<file path="config.mk">
export PLATFORM = sky130hd
export DESIGN_NAME = four_key_short_long_press
export DESIGN_NICKNAME = d
export VERILOG_FILES = /design/src/rtl/fkslp_pkg.sv /design/src/rtl/fkslp_cfg.sv /design/src/rtl/fkslp_core.sv /design/src/rtl/four_key_short_long_press.sv
export SDC_FILE = /design/constraint.sdc
export NUM_CORES = 1
export LEC_CHECK = 0
export ABC_AREA = 1
export BUFFER_PORTS_ARGS = -buffer_cell sky130_fd_sc_hd__buf_2
export CAP_MARGIN = 0
export CORE_MARGIN = 2
export CORE_UTILIZATION = 60
export CTS_BUF_LIST = sky130_fd_sc_hd__clkbuf_4 sky130_fd_sc_hd__clkbuf_8 sky130_fd_sc_hd__clkbuf_16
export DETAILED_ROUTE_END_ITERATION = 7
export PLACE_DENSITY = 0.83
export REMOVE_ABC_BUFFERS = 1
export SYNTH_ARGS = -nofsm -noshare
export SYNTH_HDL_FRONTEND = slang
export SYNTH_HIERARCHICAL = 1
export SYNTH_SLANG_ARGS = --single-unit
</file>
<file path="constraint.sdc">
create_clock -name clk -period 3.8 [get_ports clk]
set_clock_uncertainty 0.1 [all_clocks]
set_input_delay 0.38 -clock clk [delete_from_list [all_inputs] [get_ports clk]]
set_output_delay 0.38 -clock clk [all_outputs]
set_load 0.005 [all_outputs]
</file>
<file path="src/rtl/fkslp_pkg.sv">
package fkslp_pkg;

  localparam logic [3:0]  KEYS_RELEASED     = 4'hf;
  localparam logic [15:0] DEBOUNCE_RESET    = 16'd500;
  localparam logic [15:0] LONG_RESET        = 16'd20000;
  localparam logic [15:0] COUNT_MAX         = 16'hffff;

  localparam logic [3:0]  PATTERN_KEY1      = 4'hd;
  localparam logic [3:0]  PATTERN_KEY2      = 4'he;
  localparam logic [3:0]  PATTERN_KEY3      = 4'hb;
  localparam logic [3:0]  PATTERN_KEY4      = 4'h7;

  localparam logic [2:0]  KEY_NONE          = 3'd0;
  localparam logic [2:0]  KEY_1             = 3'd1;
  localparam logic [2:0]  KEY_2             = 3'd2;
  localparam logic [2:0]  KEY_3             = 3'd3;
  localparam logic [2:0]  KEY_4             = 3'd4;
  localparam logic [2:0]  KEY_LAST          = KEY_4;

  localparam logic [1:0]  REG_DEBOUNCE      = 2'd0;
  localparam logic [1:0]  REG_LONG          = 2'd1;

  typedef enum logic [1:0] {
    PH_IDLE     = 2'd0,
    PH_DEBOUNCE = 2'd1,
    PH_HELD     = 2'd2,
    PH_WAIT     = 2'd3
  } phase_t;

  typedef struct packed {
    logic [15:0] debounce_ticks;
    logic [15:0] long_ticks;
  } cfg_regs_t;

  typedef struct packed {
    logic [2:0] key_number;
    logic       long_press;
  } key_event_t;

  // Map a single-key pattern to its key number; anything else is no key.
  function automatic logic [2:0] decode_key(input logic [3:0] pattern);
    logic [2:0] num;
    unique case (pattern)
      PATTERN_KEY1: num = KEY_1;
      PATTERN_KEY2: num = KEY_2;
      PATTERN_KEY3: num = KEY_3;
      PATTERN_KEY4: num = KEY_4;
      default:      num = KEY_NONE;
    endcase
    return num;
  endfunction

endpackage

</file>
<file path="src/rtl/fkslp_cfg.sv">
module fkslp_cfg
  import fkslp_pkg::*;
(
  input  logic        clk,
  input  logic        rst,
  input  logic        cfg_valid,
  input  logic [1:0]  cfg_index,
  input  logic [15:0] cfg_data,
  output cfg_regs_t   regs
);

  always_ff @(posedge clk) begin
    if (rst) begin
      regs.debounce_ticks <= DEBOUNCE_RESET;
      regs.long_ticks     <= LONG_RESET;
    end else if (cfg_valid) begin
      if (cfg_index == REG_DEBOUNCE) begin
        regs.debounce_ticks <= cfg_data;
      end else if (cfg_index == REG_LONG) begin
        regs.long_ticks <= cfg_data;
      end
    end
  end

endmodule

</file>
<file path="src/rtl/fkslp_core.sv">
module fkslp_core
  import fkslp_pkg::*;
(
  input  logic       clk,
  input  logic       rst,
  input  logic       step,
  input  logic [3:0] keys,
  input  cfg_regs_t  regs,
  output key_event_t evt
);

  phase_t      phase;
  phase_t      phase_next;
  logic [15:0] hold_count;
  logic [15:0] hold_count_next;
  logic [3:0]  latched_pattern;
  logic [3:0]  latched_pattern_next;
  logic        pressed;
  logic [15:0] count_bumped;
  logic [2:0]  keys_num;

  assign pressed      = (keys != KEYS_RELEASED);
  assign count_bumped = (hold_count == COUNT_MAX) ? hold_count : hold_count + 16'd1;
  assign keys_num     = decode_key(keys);

  // Next state.
  always_comb begin
    phase_next           = phase;
    hold_count_next      = hold_count;
    latched_pattern_next = latched_pattern;
    unique case (phase)
      PH_IDLE: begin
        if (pressed) begin
          hold_count_next      = '0;
          latched_pattern_next = '0;
          phase_next           = PH_DEBOUNCE;
        end
      end
      PH_DEBOUNCE: begin
        if (pressed) begin
          hold_count_next = count_bumped;
          if (count_bumped > regs.debounce_ticks) begin
            latched_pattern_next = keys;
            phase_next           = PH_HELD;
          end
        end else begin
          phase_next = PH_IDLE;
        end
      end
      PH_HELD: begin
        if (!pressed) begin
          phase_next = PH_IDLE;
        end else begin
          hold_count_next = count_bumped;
          if (count_bumped > regs.long_ticks) begin
            phase_next = PH_WAIT;
          end
        end
      end
      PH_WAIT: begin
        if (!pressed) begin
          phase_next = PH_IDLE;
        end
      end
      default: phase_next = PH_IDLE;
    endcase
  end

  // Event for this tick.
  always_comb begin
    evt.key_number = KEY_NONE;
    evt.long_press = 1'b0;
    if (phase == PH_HELD) begin
      if (!pressed) begin
        evt.key_number = decode_key(latched_pattern);
      end else if (count_bumped > regs.long_ticks) begin
        evt.key_number = keys_num;
        evt.long_press = (keys_num != KEY_NONE);
      end
    end
  end

  always_ff @(posedge clk) begin
    if (rst) begin
      phase           <= PH_IDLE;
      hold_count      <= '0;
      latched_pattern <= '0;
    end else if (step) begin
      phase           <= phase_next;
      hold_count      <= hold_count_next;
      latched_pattern <= latched_pattern_next;
    end
  end

endmodule

</file>
<file path="src/rtl/four_key_short_long_press.sv">
// Four-key short/long press detector.
//
// Input channel (in_valid/in_ready, key_levels): one transfer per sampling
// tick, four active-low key lines, 4'hf when all keys are up.
// Output channel (out_valid/out_ready, key_number, long_press): exactly one
// transfer per input transfer, in order. key_number is 0 when no key event
// happened this tick, 1..4 for a short or long press; long_press marks holds
// beyond long_ticks.
// Config channel (cfg_valid/cfg_ready, cfg_index, cfg_data): index 0 sets
// debounce_ticks, index 1 sets long_ticks, other indexes are dropped.
// Write only while no input transfer is outstanding.
//
// The result of an input transfer sits in the output register on the next
// edge. One item per cycle is sustained while the receiver keeps up; the
// output register is the only stage, and in_ready stays high while it is
// empty or being drained. When the receiver stalls, the result is held and
// in_ready drops until it is taken. Reset returns to idle with zero count
// and restores debounce_ticks = 500, long_ticks = 20000.
module four_key_short_long_press
  import fkslp_pkg::*;
(
  input  logic        clk,
  input  logic        rst,
  input  logic        in_valid,
  output logic        in_ready,
  input  logic [3:0]  key_levels,
  output logic        out_valid,
  input  logic        out_ready,
  output logic [2:0]  key_number,
  output logic        long_press,
  input  logic        cfg_valid,
  output logic        cfg_ready,
  input  logic [1:0]  cfg_index,
  input  logic [15:0] cfg_data
);

  cfg_regs_t  regs;
  key_event_t evt;
  logic       in_xfer;

  // Accept whenever the result register is free or drains this cycle.
  assign in_ready  = !out_valid || out_ready;
  assign in_xfer   = in_valid && in_ready;
  assign cfg_ready = 1'b1;

  fkslp_cfg u_cfg (
    .clk       (clk),
    .rst       (rst),
    .cfg_valid (cfg_valid),
    .cfg_index (cfg_index),
    .cfg_data  (cfg_data),
    .regs      (regs)
  );

  // Advance the press machine once per accepted tick.
  fkslp_core u_core (
    .clk  (clk),
    .rst  (rst),
    .step (in_xfer),
    .keys (key_levels),
    .regs (regs),
    .evt  (evt)
  );

  // Result register: load on input transfer, drop valid once taken.
  always_ff @(posedge clk) begin
    if (rst) begin
      out_valid <= 1'b0;
    end else if (in_xfer) begin
      out_valid <= 1'b1;
    end else if (out_ready) begin
      out_valid <= 1'b0;
    end
  end

  always_ff @(posedge clk) begin
    if (in_xfer) begin
      key_number <= evt.key_number;
      long_press <= evt.long_press;
    end
  end

`ifndef SYNTHESIS
  a_long_has_key: assert property (@(posedge clk) disable iff (rst)
    out_valid && long_press |-> key_number != KEY_NONE)
    else $error("long press reported without a key");

  a_key_range: assert property (@(posedge clk) disable iff (rst)
    out_valid |-> key_number <= KEY_LAST)
    else $error("key number out of range");

  a_result_follows: assert property (@(posedge clk) disable iff (rst)
    in_valid && in_ready |=> out_valid)
    else $error("accepted tick produced no result");

  a_stall_blocks: assert property (@(posedge clk) disable iff (rst)
    out_valid && !out_ready && !in_ready |=> out_valid)
    else $error("stalled result lost");
`endif

endmodule

</file>
==> flow_summary.yaml, run 1 <==
outcome:
  status: "finished, final reports clean"
detailed_routing:
  postRouteAntennaNets: 0
  wl_per_cell_um: 12.7
  vias: 3542
  via_per_inst: 5.40
  routed_wl_mm: 8.33
  dr.pass1.iters: 5
  drc: 0
  drt_iter0_markers: 230
worst_hold_path:
  hold_depth: 3
  hold_path_class: "input port to register"
  hp-start: "cfg_data[0]"
  hold_end: "u_cfg/regs[0]"
global_routing:
  grt_usage_pct: 24.6
  first_global_vias: 3250
  grt_max_degree: 34
  grt_remaining_overflow: 0
  grt_pass1_wl_mm: 14.1
  antenna_found_initial: 0
yosys:
  syn_avg_cell_area_um2: 6.93
  synth-seq-area-share_pct: 32.3
  synth.area.top_cells: "dfxtp_1, nand2_1, ha_1, inv_1, a21oi_1"
  syn_area_um2: 3780
  synth_top_area_share_pct: 29.1
  syn_inst: 546
  ys_types: 39
  ys_warn_count: 6
  yosysTopAreaCell: "dfxtp_1"
  ys_seq_elements: 59
clock_network:
  clockRootBuffer: "clkbuf_8"
  cts.sinks: 59
  cts_tree: "done"
  clkTransAtPathRegs_ps: 70
  cts_buffers: 9
  ctsHoldBuffers: 0
  htreeDepth: 3
  clockBufferDepth: 2
  clock_latency_ps: 350
worst_setup_path:
  cp-start-kind: "register"
  slowest_delay_ps: 350
  path_class: "register to register"
  crit_required_ps: 3920
  r2r_end: "u_core/latched_pattern[3]"
  worstPathArrival_ps: 3680
  reg2reg_slack_ps: 230
  cp_slowest_cell: "dfxtp_2"
  cp-end-kind: "register"
  cpMostUsedCell: "nand2_1"
  r2r-start: "u_core/hold_count[0]"
  r2r_cells: 26
  path_max_fanout: 8
finish:
  fin_nets: 638
  fillerInstances: 482
  multi_input_area_um2: 2160
  design_area_um2: 4180
  seqCellArea_um2: 1220
  areaGrowthSynthToFinish_pct: 10.4
  antenna_cells: 0
  drive_gt1_share_pct: 15.0
timing:
  slew_headroom_pct: 35.5
  drv_slew: 0
  timing.final.ws_setup_ps: 233
  fin_crit_sh_pct: 93.9
  fmaxAchievable_mhz: 280
  setup_tns_ps: 0
  min_period_ps: 3570
  hold_viol: 0
  setup_viol: 0
  worst_pin_slew_ps: 967
power_and_ir_drop:
  p_per_area_nw_per_um2: 359
  leakage_nw: 2.03
  peakVddDrop_mv: 0.270
floorplan:
  ios: 34
  core_um2: 6030
  die_area_um2: 6960
  initial_core_util_pct: 62.8
  die-width_um: 83.4
  std_cell_rows: 28
  die_h_um: 83.4
place:
  io_buffers: 32
  dpl_worst_slack_ps: 309
  dpl_cell_area_um2: 3950
  gp_congestion: 0.888
  hpwl_mm: 6.12
job:
  cap_viol_max_count: 0
[cells in the mapped netlist]
cell type	instances
a211oi_1	3
a21o_1	1
a21oi_1	46
a21oi_2	3
buf_1	1
buf_2	2
buf_4	4
buf_6	3
clkbuf_1	7
conb_1	1
dfxtp_1	55
edfxtp_1	4
ha_1	35
inv_1	82
inv_2	2
mux2_2	1
nand2_1	128
nand2_2	6
nand3_1	37
nand3_2	3
nand3_4	1
nand4_1	10
nor2_1	60
nor2_2	6
nor2_4	1
nor2_8	1
nor3_1	7
nor3b_2	1
nor4_1	1
o211ai_1	4
o21a_1	1
o21ai_0	13
o21ai_1	2
o21ai_2	1
o221a_2	1
o31ai_1	1
xnor2_1	3
xnor2_2	1
xor2_1	7
[how the worst max path moves through the flow]
stage                              start                         to  cells past startpoint
finish              u_core/hold_count[0]  u_core/latched_pattern[3]                     26
CTS                 u_core/hold_count[0]  u_core/latched_pattern[3]                     26
floorplan           u_core/hold_count[0]  u_core/latched_pattern[1]                     26
global placement    u_core/hold_count[0]  u_core/latched_pattern[3]                     26
detailed placement  u_core/hold_count[0]  u_core/latched_pattern[3]                     26
global route        u_core/hold_count[0]  u_core/latched_pattern[1]                     26
[per-layer routing]
metal / part of all wire (%) / vias to the layer above / GRT usage (%) / wire [µm]
met4: 1.9 / 0 / 9.09 / 162
li1: - / 1810 / - / -
met3: 4.6 / 17 / 4.97 / 384
met2: 48 / 85 / 41.5 / 4020
met5: 0 / - / 0 / 0
met1: 45 / 1630 / 31.0 / 3770
[power breakdown]
| group | switching [W] | total, W | internal (W) |
|---|---|---|---|
| Clock | 0.000251 | 0.000575 | 0.000324 |
| Sequential | 0.0000246 | 0.000682 | 0.000658 |
| Combinational | 0.000160 | 0.000244 | 0.0000839 |
[per-stage QoR]
stage,hold slack [ps],std cells,power [W],util [%]
floorplan,329,529,0.000844,-
global placement,342,638,0.000919,65.6
detailed placement,347,638,0.000928,65.6
CTS,163,654,0.00150,68.8
global route,180,656,0.00157,69.3
finish,172,656,0.00150,69.3
[sequential cells by signal, indices dropped and copies added (netlist names)]
signal                  count
u_core/phase                2
u_core/latched_pattern      4
long_press                  1
u_core/hold_count          16
key_number                  3
out_valid                   1
u_cfg/regs                 32
[critical path, delay by kind of cell (launching register included)]
| family | cells | cell delay (ps) |
|---|---|---|
| flip-flops | 1 | 350 |
| buffers and inverters | 1 | 70 |
| AND/OR/NAND/NOR | 19 | 1930 |
| AO/OA/AOI/OAI | 3 | 290 |
| adder cells (fa/ha/maj) | 2 | 520 |
| XOR/XNOR | 1 | 160 |
[cell type report]
| cell class | count | area share [%] |
|---|---|---|
| inverter | 84 | 7.55 |
| sequential | 59 | 29.3 |
| timing repair buffer | 36 | 4.55 |
| multi-input combinational | 386 | 51.6 |
| clock inverter | 5 | 1.26 |
| clock buffer | 11 | 3.47 |
| tap | 75 | 2.25 |
[cells in the final DEF (no fill, tap or decap), types with 4 or more instances in the layout]
master / n
ha_1: 35
nand2_1: 128
nor3_1: 7
o21ai_0: 11
inv_1: 82
clkbuf_8: 10
nor2_1: 57
o211ai_1: 4
nor2_2: 9
dfxtp_1: 52
nand3_1: 37
a21oi_1: 46
buf_4: 4
nand2_2: 6
edfxtp_1: 4
buf_2: 32
xor2_1: 7
nand4_1: 10
[what timing repair did]
item                       in CTS  in global routing
gates resized for setup         0                  9
setup endpoints to repair       0                  6
buffers inserted                0                  2
[cell families after synthesis]
| logic type | synth area share [%] |
|---|---|
| AOI/OAI and AO/OA | 11.3 |
| xor gates and xnor gates | 2.74 |
| adders and majority gates | 11.6 |
| buffers and inverters | 11.1 |
| DFF | 32.3 |
| muxes | 0.297 |
| other | 0.0991 |
| and+or+nand+nor | 30.7 |
Power figures use the tool's default switching activity.
==> run 2: changes to the inputs <==
- clock period: 3.8 -> 3.35 ns (I/O delays scaled with it)
==> run 2 against run 1 <==
  * Fmax is 5.2% higher
  * Highest routed layer unchanged
  * Global-route usage is 1.8 points higher
  * Setup slack worse by 270 ps
  * Critical path type unchanged
  * The flow now finishes with violations (setup timing)
  * Register-to-register slack worse by 270 ps
  * Via count is 4.7% higher
  * Largest cell class unchanged
  * Combinational power is 24% higher
  * Die area stayed put
  * Count of clock-buffer cells in the layout is 2 higher
  * Utilization is 5.3 points higher
  * Cell count is 3.0% higher
==> flow_summary.yaml, run 2 (synthesized netlist as in run 1, its figures left out) <==
worst_setup_path:
  r2r_cells: 24
  cp-end-kind: "register"
  cp-start-kind: "register"
  path_class: "register to register"
  worstPathArrival_ps: 3520
  crit_required_ps: 3480
  path_max_fanout: 5
outcome:
  violations: "setup timing"
  status: "finished, violations left"
place:
  dpl_cell_area_um2: 4010
  io_buffers: 32
  gp_congestion: 0.868
  hpwl_mm: 6.35
timing:
  setup_viol: 6
  rsz0062_at_grt: "true"
  fmaxAchievable_mhz: 295
  fin_crit_sh_pct: 101
  setup_tns_ps: -141
  hold_viol: 0
  worst_pin_slew_ps: 966
  drv_slew: 0
  min_period_ps: 3390
  slew_headroom_pct: 35.6
  timing.final.ws_setup_ps: -41.3
finish:
  post-route-util_pct: 74.7
  antenna_cells: 0
  design_area_um2: 4500
  final_cell_mix: "nand2_1, inv_1, nor2_1"
  fin_nets: 659
  drive_gt1_share_pct: 22.8
  reg.largest.list: "u_cfg/regs x32, u_core/hold_count x16, u_core/latched_pattern x4"
  final_common_cell: "nand2_1"
  largest_register: "u_cfg/regs"
  largest_reg_flops: 32
  areaGrowthSynthToFinish_pct: 18.9
worst_hold_path:
  hold_depth: 3
  hold_path_class: "input port to register"
job:
  cap_viol_max_count: 0
clock_network:
  cts_buffers: 9
  cts.sinks: 59
  clockRootBuffer: "clkbuf_8"
  clock_latency_ps: 340
  htreeDepth: 3
  cts_tree: "done"
  clkTransAtPathRegs_ps: 70
  clockBufferDepth: 2
detailed_routing:
  drt_iter0_markers: 285
  wl_per_cell_um: 13.9
  vias: 3708
  postRouteAntennaNets: 0
  via_per_inst: 5.49
  drc: 0
  dr.pass1.iters: 5
  routed_wl_mm: 9.43
floorplan:
  die-width_um: 83.4
  die_area_um2: 6960
  core_um2: 6030
  ios: 34
  die_h_um: 83.4
  std_cell_rows: 28
  initial_core_util_pct: 62.8
global_routing:
  first_global_vias: 3442
  grt_remaining_overflow: 0
  grt_pass1_wl_mm: 15.2
  grt_usage_pct: 26.3
  grt_max_degree: 34
  antenna_found_initial: 0
power_and_ir_drop:
  p_per_area_nw_per_um2: 374
  peakVddDrop_mv: 0.351
  leakage_nw: 2.18
## run 2: area by class of cell
class / instances / area (µm²)
sequential: 59 / 1240
tap: 75 / 93.8
clock buffer: 13 / 173
timing repair buffer: 57 / 348
inverter: 84 / 315
fill: 456 / 1530
clock inverter: 2 / 10.0
multi-input combinational: 386 / 2320
## run 2: worst paths after layout
check | from | endpoint | slack [ps]
hold reg to reg | u_cfg/regs[18] | u_cfg/regs[18] | 360
hold / removal | cfg_data[0] | u_cfg/regs[0] | 130
setup reg to reg | u_core/hold_count[4] | u_core/phase[1] | -40
setup / recovery | u_core/hold_count[4] | u_core/phase[1] | -40
## run 2: layer usage
metal  global-route usage, %  share of wire (%)  up-vias
li1                        -                  -     1849
met1                    32.9                 43     1698
met2                    45.3                 49      131
met3                    5.17                5.7       30
met4                    9.38                2.6        0
met5                       0                  0        -
## run 2: where the power goes
group / leakage (nW) / switching [W] / internal [W]
Sequential: 0.493 / 0.0000289 / 0.000745
Clock: 0.0987 / 0.000276 / 0.000331
Combinational: 1.59 / 0.000196 / 0.000106
## run 2: critical path, cell delays in order (launching register included)
cell and delay [ps]:
dfxtp_1 430, nand2_1 110, nor2_1 200, nand2_2 100
nor2_2 130, nor2_2 70, nand3_2 70, buf_4 120
nor2_2 50, a21oi_1 180, nor2_2 100, ha_1 320
nand2_1 80, nor2_2 110, nand4_1 160, nor2_2 150
nand2_1 70, nand2_1 70, nand2_1 60, nand2_2 80
nand2_2 70, a21oi_4 190, nand3_2 120, nand2_2 80
nor2_1 40
## run 2: through the flow
| stage | hold slack [ps] | total power, W | cells | setup WS, ps |
|---|---|---|---|---|
| floorplan | 297 | 0.000958 | 529 | 258 |
| CTS | 127 | 0.00166 | 670 | -74.8 |
| global route | 153 | 0.00176 | 676 | -208 |
| global placement | 342 | 0.00104 | 646 | 68.6 |
| finish | 134 | 0.00168 | 676 | -41.3 |
| detailed placement | 349 | 0.00106 | 646 | -86.3 |
## run 2: repair_timing
| action | CTS | global route |
|---|---|---|
| gates resized for setup | 6 | 46 |
| hold buffers | 0 | 0 |
| endpoints found under the setup margin | 6 | 10 |
| pin swaps | 18 | 30 |
| setup buffers | 9 | 6 |
| endpoints found under the hold margin | 0 | 0 |
==> run 3: changes to the inputs <==
- BUFFER_PORTS_ARGS: -buffer_cell sky130_fd_sc_hd__buf_2 -> -buffer_cell sky130_fd_sc_hd__buf_4
- CORE_UTILIZATION: 60 -> 30
- CTS_BUF_LIST: sky130_fd_sc_hd__clkbuf_4 sky130_fd_sc_hd__clkbuf_8 sky130_fd_sc_hd__clkbuf_16 -> sky130_fd_sc_hd__clkbuf_8
- PLACE_DENSITY: 0.83 -> 0.49
==> run 3 against run 2 <==
  * The run now ends clean
  * Cell count up 13%
  * Routed wire length down 2.3%
  * Critical endpoint is now u_core/latched_pattern[1]
  * Count of clock-buffer cells in the layout down 1
  * Final area up 0.50%
  * Via count down 5.3%
==> flow_summary.yaml, run 3 (synthesized netlist as in run 1, its figures left out) <==
worst_setup_path:
  path_cells: "ha_2 -> inv_2 -> nor2_1 -> nand2_1 -> nor2_1 -> nor2_2 -> nand3_2 -> nor2_1 -> xor2_2 -> ha_1 -> a21oi_1 -> o21ai_0 -> nand2_1 -> o211ai_1 -> nor2_1 -> nand2_1 -> nand2_2 -> nand2_2 -> o21ai_2 -> nor2_4 -> buf_4 -> o21ai_1 -> nor2_1"
  path_max_fanout: 8
  r2r-start: "u_core/hold_count[0]"
  slowest_delay_ps: 330
  cp_slowest_cell: "dfxtp_2"
  cp-start-kind: "register"
  crit_buf_inv: 2
  cpMostUsedCell: "nor2_1"
  path_class: "register to register"
  worstPathArrival_ps: 3410
  crit_path_start: "u_core/hold_count[0]"
  cp-end-kind: "register"
  crit_required_ps: 3490
  crit_family: "simple AND/OR/NAND/NOR gates"
detailed_routing:
  vias: 3510
  wl_per_cell_um: 12.0
  drt_iter0_markers: 144
  routed_wl_mm: 9.21
  postRouteAntennaNets: 0
  via_per_inst: 4.58
  drc: 0
  dr.pass1.iters: 5
clock_network:
  cts_buffers: 9
  clockRootBuffer: "clkbuf_8"
  cts_tree: "done"
  clockBufferDepth: 2
  clock_latency_ps: 360
  cts.sinks: 59
  clkTransAtPathRegs_ps: 70
  ctsHoldBuffers: 0
  htreeDepth: 3
power_and_ir_drop:
  peakVddDrop_mv: 0.208
  intPower_w: 0.00118
  power.net_switching_w: 0.000499
  power_frac_clock_pct: 36.6
  sw_frac_of_total_pct: 29.8
  p_per_area_nw_per_um2: 370
  power_frac_seq_pct: 46.1
  leakage_nw: 2.13
  combPwrFrac_pct: 17.3
global_routing:
  grt_usage_pct: 14.8
  grt_max_degree: 34
  first_global_vias: 3369
  grt_pass1_wl_mm: 15.7
  antenna_found_initial: 0
  grt_remaining_overflow: 0
floorplan:
  die_h_um: 116
  ios: 34
  initial_core_util_pct: 30.4
  core_um2: 12500
  die_area_um2: 13500
  die-width_um: 116
  std_cell_rows: 41
place:
  io_buffers: 32
  dpl.cell_count: 743
  gp_congestion: 0.826
  hpwl_mm: 6.69
  dpl_worst_slack_ps: -99.2
finish:
  post-route-util_pct: 36.3
  antenna_cells: 0
  final_common_cell: "nand2_1"
  largest_register: "u_cfg/regs"
  largest_reg_flops: 32
  fin_nets: 652
  fin_cells: 766
  drive_gt1_share_pct: 18.5
  reg.largest.list: "u_cfg/regs x32, u_core/hold_count x16, u_core/latched_pattern x4"
  areaGrowthSynthToFinish_pct: 19.5
  final_cell_mix: "nand2_1, inv_1, nor2_1"
timing:
  timing.final.ws_setup_ps: 86.4
  fin_crit_sh_pct: 97.4
  slew_headroom_pct: 31.1
  rsz0062_at_grt: "true"
  drv_slew: 0
  hold_viol: 0
  setup_viol: 0
  fmaxAchievable_mhz: 306
  hold_ws_ps: 106
  min_period_ps: 3260
  worst_pin_slew_ps: 1030
outcome:
  status: "finished, final reports clean"
job:
  cap_viol_max_count: 0
worst_hold_path:
  hold_path_class: "input port to register"
  hp-start: "cfg_data[3]"
[run 3: changes by cell type in the layout (fill, tap and decap cells not counted), moves of 2 or more]
cell,delta
buf_4,+25
nor2_1,+6
nand2_2,-3
ha_4,-2
nor2_2,-6
dfxtp_1,+3
nand2_1,+4
buf_2,-32
dfxtp_4,-2
[run 3: path summary, 6_finish.rpt]
check	cells past startpoint	slack, ps	end
hold / removal	3	110	u_cfg/regs[3]
hold reg to reg	2	360	u_cfg/regs[14]
setup / recovery	23	90	u_core/latched_pattern[1]
setup reg to reg	23	90	u_core/latched_pattern[1]
[run 3: routing by layer]
| metal | track usage (%) | vias up | wire, µm |
|---|---|---|---|
| li1 | - | 1836 | - |
| met1 | 19.2 | 1593 | 4500 |
| met2 | 23.6 | 65 | 4130 |
| met3 | 4.10 | 16 | 410 |
| met4 | 5.79 | 0 | 176 |
| met5 | 0 | - | 0 |
[run 3: final cells by class]
type / count / area [µm²]
Fill cell: 1341 / 7940
Multi-Input combinational cell: 386 / 2210
Sequential cell: 59 / 1230
Timing Repair Buffer: 50 / 375
Inverter: 84 / 315
Tap cell: 172 / 215
Clock buffer: 12 / 165
Clock inverter: 3 / 13.8
[run 3: timing repair]
item / in CTS / in global routing
hold endpoints to repair: 0 / 0
endpoints found under the setup margin: 10 / 10
pin swaps: 10 / 20
setup buffers: 3 / 5
resized for setup: 9 / 17
[run 3: worst reg2reg max path: cells and delay by family, from the launching register on]
kind / cells / cell delay, ps
AO/OA/AOI/OAI: 5 / 550
XOR/XNOR: 1 / 280
adder cells (fa/ha/maj): 2 / 490
buffers and inverters: 2 / 180
flip-flops: 1 / 330
AND/OR/NAND/NOR: 13 / 1210
[run 3: power by group through the flow]
stage | Clock (W) | Sequential (W) | Combinational (W)
3_3_place_gp | 0 | 0.000786 | 0.000275
2_1_floorplan | 0 | 0.000781 | 0.000176
5_1_grt | 0.000667 | 0.000777 | 0.000336
6_report | 0.000613 | 0.000771 | 0.000290
4_1_cts | 0.000635 | 0.000772 | 0.000285
3_5_place_dp | 0 | 0.000787 | 0.000280
[run 3: through the flow]
| stage | instance area, µm² | setup TNS (ps) | power, W |
|---|---|---|---|
| 2_1_floorplan | 3680 | 0 | 0.000958 |
| 3_3_place_gp | 4210 | -89.8 | 0.00106 |
| 3_5_place_dp | 4210 | -211 | 0.00107 |
| 4_1_cts | 4430 | 0 | 0.00169 |
| 5_1_grt | 4520 | -1160 | 0.00178 |
| 6_report | 4520 | 0 | 0.00167 |
